==> src/rtl/core/pbd_pkg.sv <==
package pbd_pkg;

   // default build limits
   localparam int MAX_PLANES_DEF  = 8;
   localparam int MAX_WIDTH_DEF   = 16384;
   localparam int MAX_HEIGHT_DEF  = 4096;
   localparam int QUEUE_DEPTH_DEF = 2;

   // decode phases
   localparam logic [1:0] PH_CONTROL = 2'd0;
   localparam logic [1:0] PH_LITERAL = 2'd1;
   localparam logic [1:0] PH_REPEAT  = 2'd2;

   // result status codes
   localparam logic [2:0] ST_CONSUMED = 3'd0;
   localparam logic [2:0] ST_WRITTEN  = 3'd1;
   localparam logic [2:0] ST_TRUNC    = 3'd2;
   localparam logic [2:0] ST_OVERRUN  = 3'd3;
   localparam logic [2:0] ST_BADMODE  = 3'd4;
   localparam logic [2:0] ST_IGNORED  = 3'd5;

   // compression modes
   localparam logic [7:0] MODE_RAW     = 8'd0;
   localparam logic [7:0] MODE_BYTERUN = 8'd1;

   // control byte that does nothing
   localparam logic [7:0] NOOP_CODE = 8'h80;

   // register indexes
   localparam logic [1:0] CSR_MODE   = 2'd0;
   localparam logic [1:0] CSR_WIDTH  = 2'd1;
   localparam logic [1:0] CSR_HEIGHT = 2'd2;
   localparam logic [1:0] CSR_PLANES = 2'd3;

   // register reset values
   localparam logic [7:0]  MODE_RST   = 8'd1;
   localparam logic [14:0] WIDTH_RST  = 15'd320;
   localparam logic [12:0] HEIGHT_RST = 13'd256;
   localparam logic [3:0]  PLANES_RST = 4'd5;

   typedef struct packed {
      logic [7:0]  mode;
      logic [14:0] width;
      logic [12:0] height;
      logic [3:0]  planes;
   } cfg_type;

   // classified request
   typedef struct packed {
      logic [7:0] data;
      logic       first;
      logic       last;
      logic       noop;
      logic       lit_ctrl;
      logic [7:0] ctrl_n;
   } item_type;

   typedef struct packed {
      logic [2:0]  status;
      logic [7:0]  byte_value;
      logic [7:0]  repeat_count;
      logic [2:0]  plane_index;
      logic [11:0] row_index;
      logic [10:0] column_start;
      logic        image_done;
   } rsp_type;

endpackage

==> src/rtl/core/pbd_front.sv <==
module pbd_front
   import pbd_pkg::*;
(
   input  logic       req_tvalid,
   output logic       req_tready,
   input  logic [7:0] data_byte,
   input  logic       first_byte,
   input  logic       last_byte,
   input  logic       queue_full,
   output logic       push,
   output item_type   item
);

   logic [8:0] lit_sum;
   logic [8:0] rep_sum;

   assign req_tready = !queue_full;
   assign push       = req_tvalid && !queue_full;

   // literal run: c+1 bytes; repeat run: 257-c copies
   assign lit_sum = {1'b0, data_byte} + 9'd1;
   assign rep_sum = 9'd257 - {1'b0, data_byte};

   always_comb begin
      item.data     = data_byte;
      item.first    = first_byte;
      item.last     = last_byte;
      item.noop     = (data_byte == NOOP_CODE);
      item.lit_ctrl = !data_byte[7];
      item.ctrl_n   = data_byte[7] ? rep_sum[7:0] : lit_sum[7:0];
   end

endmodule

==> src/rtl/core/pbd_queue.sv <==
module pbd_queue
   import pbd_pkg::*;
#(
   parameter int DEPTH = QUEUE_DEPTH_DEF
)
(
   input  logic     clock,
   input  logic     reset,
   input  logic     push,
   input  item_type push_item,
   input  logic     pop,
   output item_type head,
   output logic     full,
   output logic     not_empty
);

   localparam int PTR_W = (DEPTH > 1) ? $clog2(DEPTH) : 1;
   localparam int CNT_W = $clog2(DEPTH + 1);

   item_type             slot_ff [DEPTH];
   logic [PTR_W-1:0]     wr_ptr_ff, wr_ptr_in;
   logic [PTR_W-1:0]     rd_ptr_ff, rd_ptr_in;
   logic [CNT_W-1:0]     count_ff, count_in;

   assign full      = (count_ff == CNT_W'(DEPTH));
   assign not_empty = (count_ff != '0);
   assign head      = slot_ff[rd_ptr_ff];

   always_comb begin
      wr_ptr_in = wr_ptr_ff;
      rd_ptr_in = rd_ptr_ff;
      count_in  = count_ff;
      if (push) begin
         wr_ptr_in = (wr_ptr_ff == PTR_W'(DEPTH - 1)) ? '0 : wr_ptr_ff + 1'b1;
      end
      if (pop) begin
         rd_ptr_in = (rd_ptr_ff == PTR_W'(DEPTH - 1)) ? '0 : rd_ptr_ff + 1'b1;
      end
      if (push && !pop) begin
         count_in = count_ff + 1'b1;
      end else if (pop && !push) begin
         count_in = count_ff - 1'b1;
      end
   end

   always_ff @(posedge clock) begin
      if (reset) begin
         wr_ptr_ff <= '0;
         rd_ptr_ff <= '0;
         count_ff  <= '0;
      end else begin
         wr_ptr_ff <= wr_ptr_in;
         rd_ptr_ff <= rd_ptr_in;
         count_ff  <= count_in;
      end
   end

   always_ff @(posedge clock) begin
      if (push) begin
         slot_ff[wr_ptr_ff] <= push_item;
      end
   end

endmodule

==> src/rtl/core/pbd_back.sv <==
module pbd_back
   import pbd_pkg::*;
#(
   parameter int MAX_PLANES = MAX_PLANES_DEF,
   parameter int MAX_WIDTH  = MAX_WIDTH_DEF,
   parameter int MAX_HEIGHT = MAX_HEIGHT_DEF
)
(
   input  logic     clock,
   input  logic     reset,
   input  cfg_type  cfg,
   input  logic     in_valid,
   input  item_type item,
   output logic     pop,
   output logic     rsp_valid,
   input  logic     rsp_ready,
   output rsp_type  rsp
);

   localparam int MAX_RB = ((MAX_WIDTH + 15) / 16) * 2;
   localparam int COL_W  = $clog2(MAX_RB);
   localparam int RB_W   = $clog2(MAX_RB + 1);
   localparam int SUM_W  = COL_W + 9;
   localparam int ROW_W  = $clog2(MAX_HEIGHT + 1);

   logic [1:0]       phase_ff, phase_in;
   logic [7:0]       lit_left_ff, lit_left_in;
   logic [7:0]       rep_ff, rep_in;
   logic [COL_W-1:0] col_ff, col_in;
   logic [2:0]       plane_ff, plane_in;
   logic [ROW_W-1:0] row_ff, row_in;
   logic             fin_ff, fin_in;
   logic             err_ff, err_in;
   logic             rsp_valid_ff;
   rsp_type          rsp_ff, rsp_in;

   // clamped geometry
   logic [15:0]      w16, wcl;
   logic [16:0]      rb17;
   logic [RB_W-1:0]  rb;
   logic [3:0]       planes;
   logic [15:0]      h16, hcl;

   // state seen by this byte, after an optional restart
   logic [1:0]       cur_phase;
   logic [7:0]       cur_lit, cur_rep;
   logic [COL_W-1:0] cur_col;
   logic [2:0]       cur_plane;
   logic [ROW_W-1:0] cur_row;
   logic             cur_fin, cur_err;

   logic             do_write;
   logic [7:0]       wr_n;
   logic [SUM_W-1:0] col_sum, rb_ext, left;
   logic [3:0]       plane_inc;
   logic [15:0]      row_inc;
   logic [31:0]      col32, row32;

   assign pop       = in_valid && (!rsp_valid_ff || rsp_ready);
   assign rsp_valid = rsp_valid_ff;
   assign rsp       = rsp_ff;

   always_comb begin
      w16 = {1'b0, cfg.width};
      if (w16 == 16'd0) begin
         wcl = 16'd1;
      end else if (w16 > 16'(MAX_WIDTH)) begin
         wcl = 16'(MAX_WIDTH);
      end else begin
         wcl = w16;
      end
      rb17 = (({1'b0, wcl} + 17'd15) >> 4) << 1;
      rb   = rb17[RB_W-1:0];

      if (cfg.planes == 4'd0) begin
         planes = 4'd1;
      end else if (cfg.planes > 4'(MAX_PLANES)) begin
         planes = 4'(MAX_PLANES);
      end else begin
         planes = cfg.planes;
      end

      h16 = {3'b000, cfg.height};
      if (h16 == 16'd0) begin
         hcl = 16'd1;
      end else if (h16 > 16'(MAX_HEIGHT)) begin
         hcl = 16'(MAX_HEIGHT);
      end else begin
         hcl = h16;
      end
   end

   always_comb begin
      if (item.first) begin
         cur_phase = PH_CONTROL;
         cur_lit   = '0;
         cur_rep   = '0;
         cur_col   = '0;
         cur_plane = '0;
         cur_row   = '0;
         cur_fin   = 1'b0;
         cur_err   = 1'b0;
      end else begin
         cur_phase = phase_ff;
         cur_lit   = lit_left_ff;
         cur_rep   = rep_ff;
         cur_col   = col_ff;
         cur_plane = plane_ff;
         cur_row   = row_ff;
         cur_fin   = fin_ff;
         cur_err   = err_ff;
      end

      phase_in    = cur_phase;
      lit_left_in = cur_lit;
      rep_in      = cur_rep;
      col_in      = cur_col;
      plane_in    = cur_plane;
      row_in      = cur_row;
      fin_in      = cur_fin;
      err_in      = cur_err;
      rsp_in      = '0;
      rsp_in.status = ST_CONSUMED;

      rb_ext = SUM_W'(rb);
      left   = (rb_ext > SUM_W'(cur_col)) ? rb_ext - SUM_W'(cur_col) : '0;

      do_write = 1'b0;
      wr_n     = (cur_phase == PH_REPEAT && cfg.mode == MODE_BYTERUN) ? cur_rep : 8'd1;

      if (cur_fin || cur_err) begin
         rsp_in.status = ST_IGNORED;
      end else if (cfg.mode == MODE_RAW) begin
         do_write = 1'b1;
      end else if (cfg.mode == MODE_BYTERUN) begin
         case (cur_phase)
            PH_LITERAL: begin
               do_write    = 1'b1;
               lit_left_in = (cur_lit != 8'd0) ? cur_lit - 8'd1 : cur_lit;
               if (lit_left_in == 8'd0) begin
                  phase_in = PH_CONTROL;
               end
            end
            PH_REPEAT: begin
               do_write = 1'b1;
               rep_in   = '0;
               phase_in = PH_CONTROL;
            end
            default: begin
               if (item.last) begin
                  rsp_in.status = ST_TRUNC;
                  err_in        = 1'b1;
               end else if (item.noop) begin
                  rsp_in.status = ST_CONSUMED;
               end else if (SUM_W'(item.ctrl_n) > left) begin
                  rsp_in.status = ST_OVERRUN;
                  err_in        = 1'b1;
               end else if (item.lit_ctrl) begin
                  phase_in    = PH_LITERAL;
                  lit_left_in = item.ctrl_n;
               end else begin
                  phase_in = PH_REPEAT;
                  rep_in   = item.ctrl_n;
               end
            end
         endcase
      end else begin
         rsp_in.status = ST_BADMODE;
         err_in        = 1'b1;
      end

      // advance the position past a written run
      col_sum   = SUM_W'(cur_col) + SUM_W'(wr_n);
      plane_inc = {1'b0, cur_plane} + 4'd1;
      row_inc   = 16'(cur_row) + 16'd1;
      col32     = 32'(cur_col);
      row32     = 32'(cur_row);
      if (do_write) begin
         rsp_in.status       = ST_WRITTEN;
         rsp_in.byte_value   = item.data;
         rsp_in.repeat_count = wr_n;
         rsp_in.plane_index  = cur_plane;
         rsp_in.row_index    = row32[11:0];
         rsp_in.column_start = col32[10:0];
         if (col_sum >= rb_ext) begin
            col_in = '0;
            if (plane_inc >= planes) begin
               plane_in = '0;
               if (row_inc >= hcl) begin
                  row_in            = '0;
                  fin_in            = 1'b1;
                  rsp_in.image_done = 1'b1;
               end else begin
                  row_in = row_inc[ROW_W-1:0];
               end
            end else begin
               plane_in = plane_inc[2:0];
            end
         end else begin
            col_in = col_sum[COL_W-1:0];
         end
         // chunk ended before the image did: drop the write report
         if (item.last && !fin_in) begin
            rsp_in        = '0;
            rsp_in.status = ST_TRUNC;
            err_in        = 1'b1;
         end
      end
   end

   always_ff @(posedge clock) begin
      if (reset) begin
         phase_ff     <= PH_CONTROL;
         lit_left_ff  <= '0;
         rep_ff       <= '0;
         col_ff       <= '0;
         plane_ff     <= '0;
         row_ff       <= '0;
         fin_ff       <= 1'b0;
         err_ff       <= 1'b0;
         rsp_valid_ff <= 1'b0;
      end else begin
         if (pop) begin
            phase_ff     <= phase_in;
            lit_left_ff  <= lit_left_in;
            rep_ff       <= rep_in;
            col_ff       <= col_in;
            plane_ff     <= plane_in;
            row_ff       <= row_in;
            fin_ff       <= fin_in;
            err_ff       <= err_in;
            rsp_valid_ff <= 1'b1;
         end else if (rsp_ready) begin
            rsp_valid_ff <= 1'b0;
         end
      end
   end

   always_ff @(posedge clock) begin
      if (pop) begin
         rsp_ff <= rsp_in;
      end
   end

   a_done_is_write: assert property (@(posedge clock) disable iff (reset)
      rsp_valid_ff && rsp_ff.image_done |-> rsp_ff.status == ST_WRITTEN)
      else $error("image_done on a result that is not a write");

   a_write_count: assert property (@(posedge clock) disable iff (reset)
      rsp_valid_ff && rsp_ff.status == ST_WRITTEN |-> rsp_ff.repeat_count != 8'd0)
      else $error("write reported with zero copies");

   a_literal_left: assert property (@(posedge clock) disable iff (reset)
      phase_ff == PH_LITERAL |-> lit_left_ff != 8'd0)
      else $error("literal phase with no bytes left");

   a_repeat_len: assert property (@(posedge clock) disable iff (reset)
      phase_ff == PH_REPEAT |-> rep_ff > 8'd1)
      else $error("repeat phase with a run shorter than two");

endmodule

==> src/rtl/core/packbits_bitplane_decoder_unit.sv <==
// PackBits / ByteRun1 bit-plane decoder.
// req_*: one compressed byte per request; tuser flags the first byte of an
//   image (restarts position and clears errors), tlast the final byte of the
//   chunk. rsp_*: one result per request, giving the run written (value,
//   copies, plane, row, starting column) or a status: consumed, truncated,
//   row overrun, bad mode, ignored. tlast on rsp marks the write that
//   completes the image.
// csr_*: write-only registers (mode, width, height, planes); write them only
//   while no request is in flight.
// Throughput: one request per cycle while rsp_tready keeps the result
//   register draining. The back-end position tracker updates its whole
//   state as each byte is popped, so bytes stream back to back.
// Path: an accepted request is written into the queue; the queue head is
//   decoded combinationally and the result register loads it onto rsp.
// When rsp_tready is low the result register holds, the queue (two entries by
//   default) fills, and req_tready drops once it is full.
// Reset (synchronous, active high) empties the queue, drops rsp_tvalid,
//   loads the register defaults and returns the decoder to the control-byte
//   phase at plane 0, row 0, column 0.
module packbits_bitplane_decoder_unit
   import pbd_pkg::*;
#(
   parameter int MAX_PLANES  = MAX_PLANES_DEF,
   parameter int MAX_WIDTH   = MAX_WIDTH_DEF,
   parameter int MAX_HEIGHT  = MAX_HEIGHT_DEF,
   parameter int QUEUE_DEPTH = QUEUE_DEPTH_DEF
)
(
   input  logic        clock,
   input  logic        reset,

   input  logic        req_tvalid,
   output logic        req_tready,
   input  logic [7:0]  req_tdata,   // data_byte
   input  logic [0:0]  req_tuser,   // first_byte
   input  logic        req_tlast,   // last_byte

   output logic        rsp_tvalid,
   input  logic        rsp_tready,
   // byte_value[7:0], repeat_count[15:8], plane_index[18:16],
   // row_index[30:19], column_start[41:31], zero fill [47:42]
   output logic [47:0] rsp_tdata,
   output logic [2:0]  rsp_tuser,   // status
   output logic        rsp_tlast,   // image_done

   input  logic        csr_we,
   input  logic [1:0]  csr_addr,
   input  logic [14:0] csr_wdata
);

   cfg_type  cfg_ff;
   logic     push;
   item_type push_item;
   item_type head;
   logic     queue_full;
   logic     queue_has;
   logic     pop;
   rsp_type  rsp;

   // register file: truncate the write data to each register's width
   always_ff @(posedge clock) begin
      if (reset) begin
         cfg_ff.mode   <= MODE_RST;
         cfg_ff.width  <= WIDTH_RST;
         cfg_ff.height <= HEIGHT_RST;
         cfg_ff.planes <= PLANES_RST;
      end else if (csr_we) begin
         case (csr_addr)
            CSR_MODE:   cfg_ff.mode   <= csr_wdata[7:0];
            CSR_WIDTH:  cfg_ff.width  <= csr_wdata;
            CSR_HEIGHT: cfg_ff.height <= csr_wdata[12:0];
            CSR_PLANES: cfg_ff.planes <= csr_wdata[3:0];
            default: begin
            end
         endcase
      end
   end

   // front end: accept and classify control bytes
   pbd_front u_front (
      .req_tvalid (req_tvalid),
      .req_tready (req_tready),
      .data_byte  (req_tdata),
      .first_byte (req_tuser[0]),
      .last_byte  (req_tlast),
      .queue_full (queue_full),
      .push       (push),
      .item       (push_item)
   );

   // decouple the front end from the position tracker
   pbd_queue #(
      .DEPTH (QUEUE_DEPTH)
   ) u_queue (
      .clock     (clock),
      .reset     (reset),
      .push      (push),
      .push_item (push_item),
      .pop       (pop),
      .head      (head),
      .full      (queue_full),
      .not_empty (queue_has)
   );

   // back end: decode state, position, result register
   pbd_back #(
      .MAX_PLANES (MAX_PLANES),
      .MAX_WIDTH  (MAX_WIDTH),
      .MAX_HEIGHT (MAX_HEIGHT)
   ) u_back (
      .clock     (clock),
      .reset     (reset),
      .cfg       (cfg_ff),
      .in_valid  (queue_has),
      .item      (head),
      .pop       (pop),
      .rsp_valid (rsp_tvalid),
      .rsp_ready (rsp_tready),
      .rsp       (rsp)
   );

   // pack the result fields, lowest field first
   assign rsp_tdata = {6'd0, rsp.column_start, rsp.row_index, rsp.plane_index,
                       rsp.repeat_count, rsp.byte_value};
   assign rsp_tuser = rsp.status;
   assign rsp_tlast = rsp.image_done;

endmodule
==> config.mk <==
export PLATFORM = sky130hd
export DESIGN_NAME = packbits_bitplane_decoder_unit
export DESIGN_NICKNAME = d
export VERILOG_FILES = /design/src/rtl/core/pbd_pkg.sv /design/src/rtl/core/pbd_front.sv /design/src/rtl/core/pbd_queue.sv /design/src/rtl/core/pbd_back.sv /design/src/rtl/core/packbits_bitplane_decoder_unit.sv
export SDC_FILE = /design/constraint.sdc
export NUM_CORES = 1
export LEC_CHECK = 0
export ABC_AREA = 1
export CAP_MARGIN = 20
export CORE_MARGIN = 3
export CORE_UTILIZATION = 42
export CTS_BUF_LIST = sky130_fd_sc_hd__clkbuf_2 sky130_fd_sc_hd__clkbuf_4 sky130_fd_sc_hd__clkbuf_8
export DETAILED_ROUTE_END_ITERATION = 7
export DONT_BUFFER_PORTS = 1
export PLACE_DENSITY = 0.54
export REMOVE_ABC_BUFFERS = 1
export SKIP_CTS_REPAIR_TIMING = 1
export SYNTH_ARGS = -nofsm -noshare
export SYNTH_HDL_FRONTEND = slang
export SYNTH_SLANG_ARGS = --single-unit
==> constraint.sdc <==
create_clock -name clock -period 6.9 [get_ports clock]
set_input_delay 0.345 -clock clock [delete_from_list [all_inputs] [get_ports clock]]
set_output_delay 0.345 -clock clock [all_outputs]
set_load 0.005 [all_outputs]
==> flow_summary.yaml <==
sta:
  finalSetupViolCount: 0
  timing_hold_violations_final: 0
  report.final.slew_viol_count: 0
  fin_setup_tns_ps: 0
  finalClockSkew_ps: 23.0
  grt_setup_unrepaired: "no"
  finalWorstPathRequiredPeriod_ps: 5710
  fin_crit_sh: 0.828
  worst_pin_slew_ps: 952
  max_slew_margin: 0.365
  timing.fmax_ghz: 0.175
worst_hold_path:
  min_delay_worst_endpoint: "cfg_ff[39]"
  hold_wc_path_type: "input port to flip-flop"
  hold_path_cell_cnt: 2
  hold_path.startpoint: "csr_wdata[7]"
synthesis:
  sequential_to_total_area_share_from_yosys_stat: 0.409
  synth_edf_count: 86
  synthCells: 1429
  postSynth.topFlopCell: "sky130_fd_sc_hd__dfxtp_1"
  yosys_register_bits: 179
  post_synth_main_area_contributors: "sky130_fd_sc_hd__edfxtp_1 (24%), sky130_fd_sc_hd__dfxtp_1 (17%), sky130_fd_sc_hd__nand2_1 (10%), sky130_fd_sc_hd__ha_1 (7.6%), sky130_fd_sc_hd__nor2_1 (6.8%)"
  syn_area_um2: 10900
  netlist.area_leader.share: 0.237
  ys_warn_count: 0
  synthDominantAreaCellType: "sky130_fd_sc_hd__edfxtp_1"
  synth_area_per_cell_um2: 7.61
  yosysUniqueCellTypes: 52
  async_flop_share: 0
power_and_ir_drop:
  total_leakage_power_nw: 5.05
  pwr_dens_nw_per_um2: 391
  irDropWorstVdd_v: 0.000249
grt:
  track_usage: 0.206
  grt_max_degree: 78
  global_route.overflow_total: 0
  grt_pass1_vias: 8733
  wire_length_of_the_first_global_routing_pass_um: 46700
  antenna_found_initial: 0
floorplan:
  dieWidth_um: 167
  floorplan.die_area_um2: 27900
  placement_rows: 58
  design.core.area_um2: 25300
  initial_core_util: 0.429
  num_io_pins: 86
  floorplan.die.height_um: 167
route:
  drt_wl_total_um: 29000
  avgViaCountPerCell: 5.21
  number_of_vias_after_detailed_routing: 9250
  detail_route.drc_violations: 0
  post_drt_wl_per_cell_um: 16.3
  first_iter_violations: 597
  drtAntennaViolNets: 0
  dr.pass1.iters: 7
clock_network:
  tritoncts.num_buffers: 17
  cts-htree-levels: 4
  clk-insertion-delay-late_ps: 490
  clockRootBuffer: "sky130_fd_sc_hd__clkbuf_8"
  ctsLongestPathBuffers: 2
  clk_pin_slew_ps: 140
  clock_sinks: 179
  cts_tree: "yes"
cells_and_area:
  flow.area_growth_from_synthesis_pct: 8.82
  num_antenna_cells: 0
  highest_count_cells_in_the_layout_ignoring_fill_and_taps: "sky130_fd_sc_hd__nand2_1 (293), sky130_fd_sc_hd__nor2_1 (195), sky130_fd_sc_hd__inv_1 (158), sky130_fd_sc_hd__a21oi_1 (120), sky130_fd_sc_hd__dfxtp_1 (93)"
  layout.cells.most_common: "sky130_fd_sc_hd__nand2_1"
  area_occupied_by_multi_input_gates_um2: 5550
  layout-drive-gt1-share: 0.0775
  final_net_count: 1533
  utilization_of_the_core_after_routing: 0.467
  nFillCells: 2560
  regArea_um2: 4440
worst_setup_path:
  worst-r2r-cell-count: 34
  worstSetupStartpointType: "flip-flop"
  timing.critical_path.required_ps: 7100
  crit_path_max_fanout: 43
  timing.critical_path.slowest_cell_delay_ps: 490
  cp.arrival_ps: 5910
  cpMaxStageDelayCell: "sky130_fd_sc_hd__dfxtp_1"
  worst_setup_path_end_kind: "flip-flop"
  r2r_setup_slack_ps: 1190
  setup.worst_path.class: "flip-flop to flip-flop"
  r2r_end: "u_back.rsp[43]"
run:
  max_cap_viols: 0
placement:
  finalWeightedCongestion: 0.919
  hpwl_um: 20500
  numPortBuffers: 0
outcome:
  status: "finished, final reports clean"
## flip-flops by register name, indices dropped and copies added, names as in the netlist, named ones only
register            count
u_back.err_ff           1
u_back.plane_ff         3
u_back.lit_left_ff      8
u_back.rsp             46
u_back.row_ff          13
u_queue.count_ff        2
u_back.rsp_valid        1
u_back.rep_ff           8
u_back.fin_ff           1
u_queue.slot_ff        40
cfg_ff                 40
u_queue.wr_ptr_ff       1
u_back.phase_ff         2
u_back.col_ff          11
u_queue.rd_ptr_ff       1
## kinds of logic after synthesis
logic type               count (synthesis)  share of synthesized area
XOR/XNOR                                29                     0.0234
adder cells (fa/ha/maj)                 68                     0.0796
AND/OR/NAND/NOR                        651                      0.262
multiplexers                             1                   0.000921
AO/OA/AOI/OAI                          273                      0.142
other                                    1                   0.000345
flip-flops                             179                      0.409
buffers and inverters                  227                     0.0836
## critical path: cells and delay by family (launching register included)
| family | cells | cell delay (ps) |
|---|---|---|
| and+or+nand+nor | 17 | 2200 |
| AOI/OAI and AO/OA | 5 | 930 |
| buffers and inverters | 8 | 880 |
| adders and majority gates | 3 | 680 |
| DFF | 1 | 490 |
| xor gates and xnor gates | 1 | 230 |
## how the worst max path moves through the flow
stage	start	end	slack [ps]	depth (start not counted)
final	flip-flop	u_back.rsp[43]	1190	34
after global routing	cfg_ff[21]	u_back.rep_ff[0]	510	34
after CTS	flip-flop	u_back.rsp[43]	1180	34
after detailed placement	flip-flop	u_back.rsp[43]	1220	34
after global placement	cfg_ff[21]	u_back.rep_ff[3]	1400	35
after floorplan	u_queue.count_ff[0]	u_queue.count_ff[1]	860	8
## through the flow
stage / power (mW) / cells / instance area, µm² / setup WS [ps] / hold WS [ps]
4_1_cts: 4.65 / 1754 / 11600 / 1180 / -122
3_3_place_gp: 3.82 / 1722 / 11100 / 1400 / 427
6_report: 4.63 / 1776 / 11800 / 1190 / 2.81
5_1_grt: 5.04 / 1776 / 11800 / 507 / 4.71
2_1_floorplan: 3.24 / 1381 / 10600 / 862 / 414
3_5_place_dp: 3.83 / 1722 / 11100 / 1220 / 427
## report_power, final
part           leakage [nW]  total, mW  internal (mW)  switching, mW
logic                  3.23       2.21          0.710           1.50
clock network         0.222      0.813          0.298          0.515
registers              1.59       1.61           1.45          0.157
total                  5.05       4.63           2.46           2.18
## cells in the mapped netlist (11+ instances only)
library cell and n:
sky130_fd_sc_hd__nand2_1 293, sky130_fd_sc_hd__nor2_1 196, sky130_fd_sc_hd__inv_1 158, sky130_fd_sc_hd__a21oi_1 121, sky130_fd_sc_hd__dfxtp_1 93, sky130_fd_sc_hd__o21ai_0 88, sky130_fd_sc_hd__edfxtp_1 86, sky130_fd_sc_hd__ha_1 66
sky130_fd_sc_hd__nand3_1 65, sky130_fd_sc_hd__clkbuf_1 34, sky130_fd_sc_hd__xor2_1 25, sky130_fd_sc_hd__nor3_1 24, sky130_fd_sc_hd__a221oi_1 16, sky130_fd_sc_hd__inv_2 13, sky130_fd_sc_hd__o211ai_1 13, sky130_fd_sc_hd__or2_2 13
sky130_fd_sc_hd__nand2_2 12, sky130_fd_sc_hd__nand4_1 11
## routing by layer
layer	wire (µm)	vias to the layer above	track usage
li1	-	4756	-
met1	14000	4301	0.290
met2	13600	183	0.340
met3	1230	10	0.0304
met4	187	0	0.0409
met5	0	-	0
## final cells by class
cell class              count  share of cell area
multi-input cells        1028               0.469
well taps                 330              0.0349
clock inverters            15              0.0184
clock buffers              17              0.0198
inverters                 174              0.0553
repair buffers             33              0.0269
flip-flops and latches    179               0.376
Note: power is estimated with default switching activity, not from simulation.
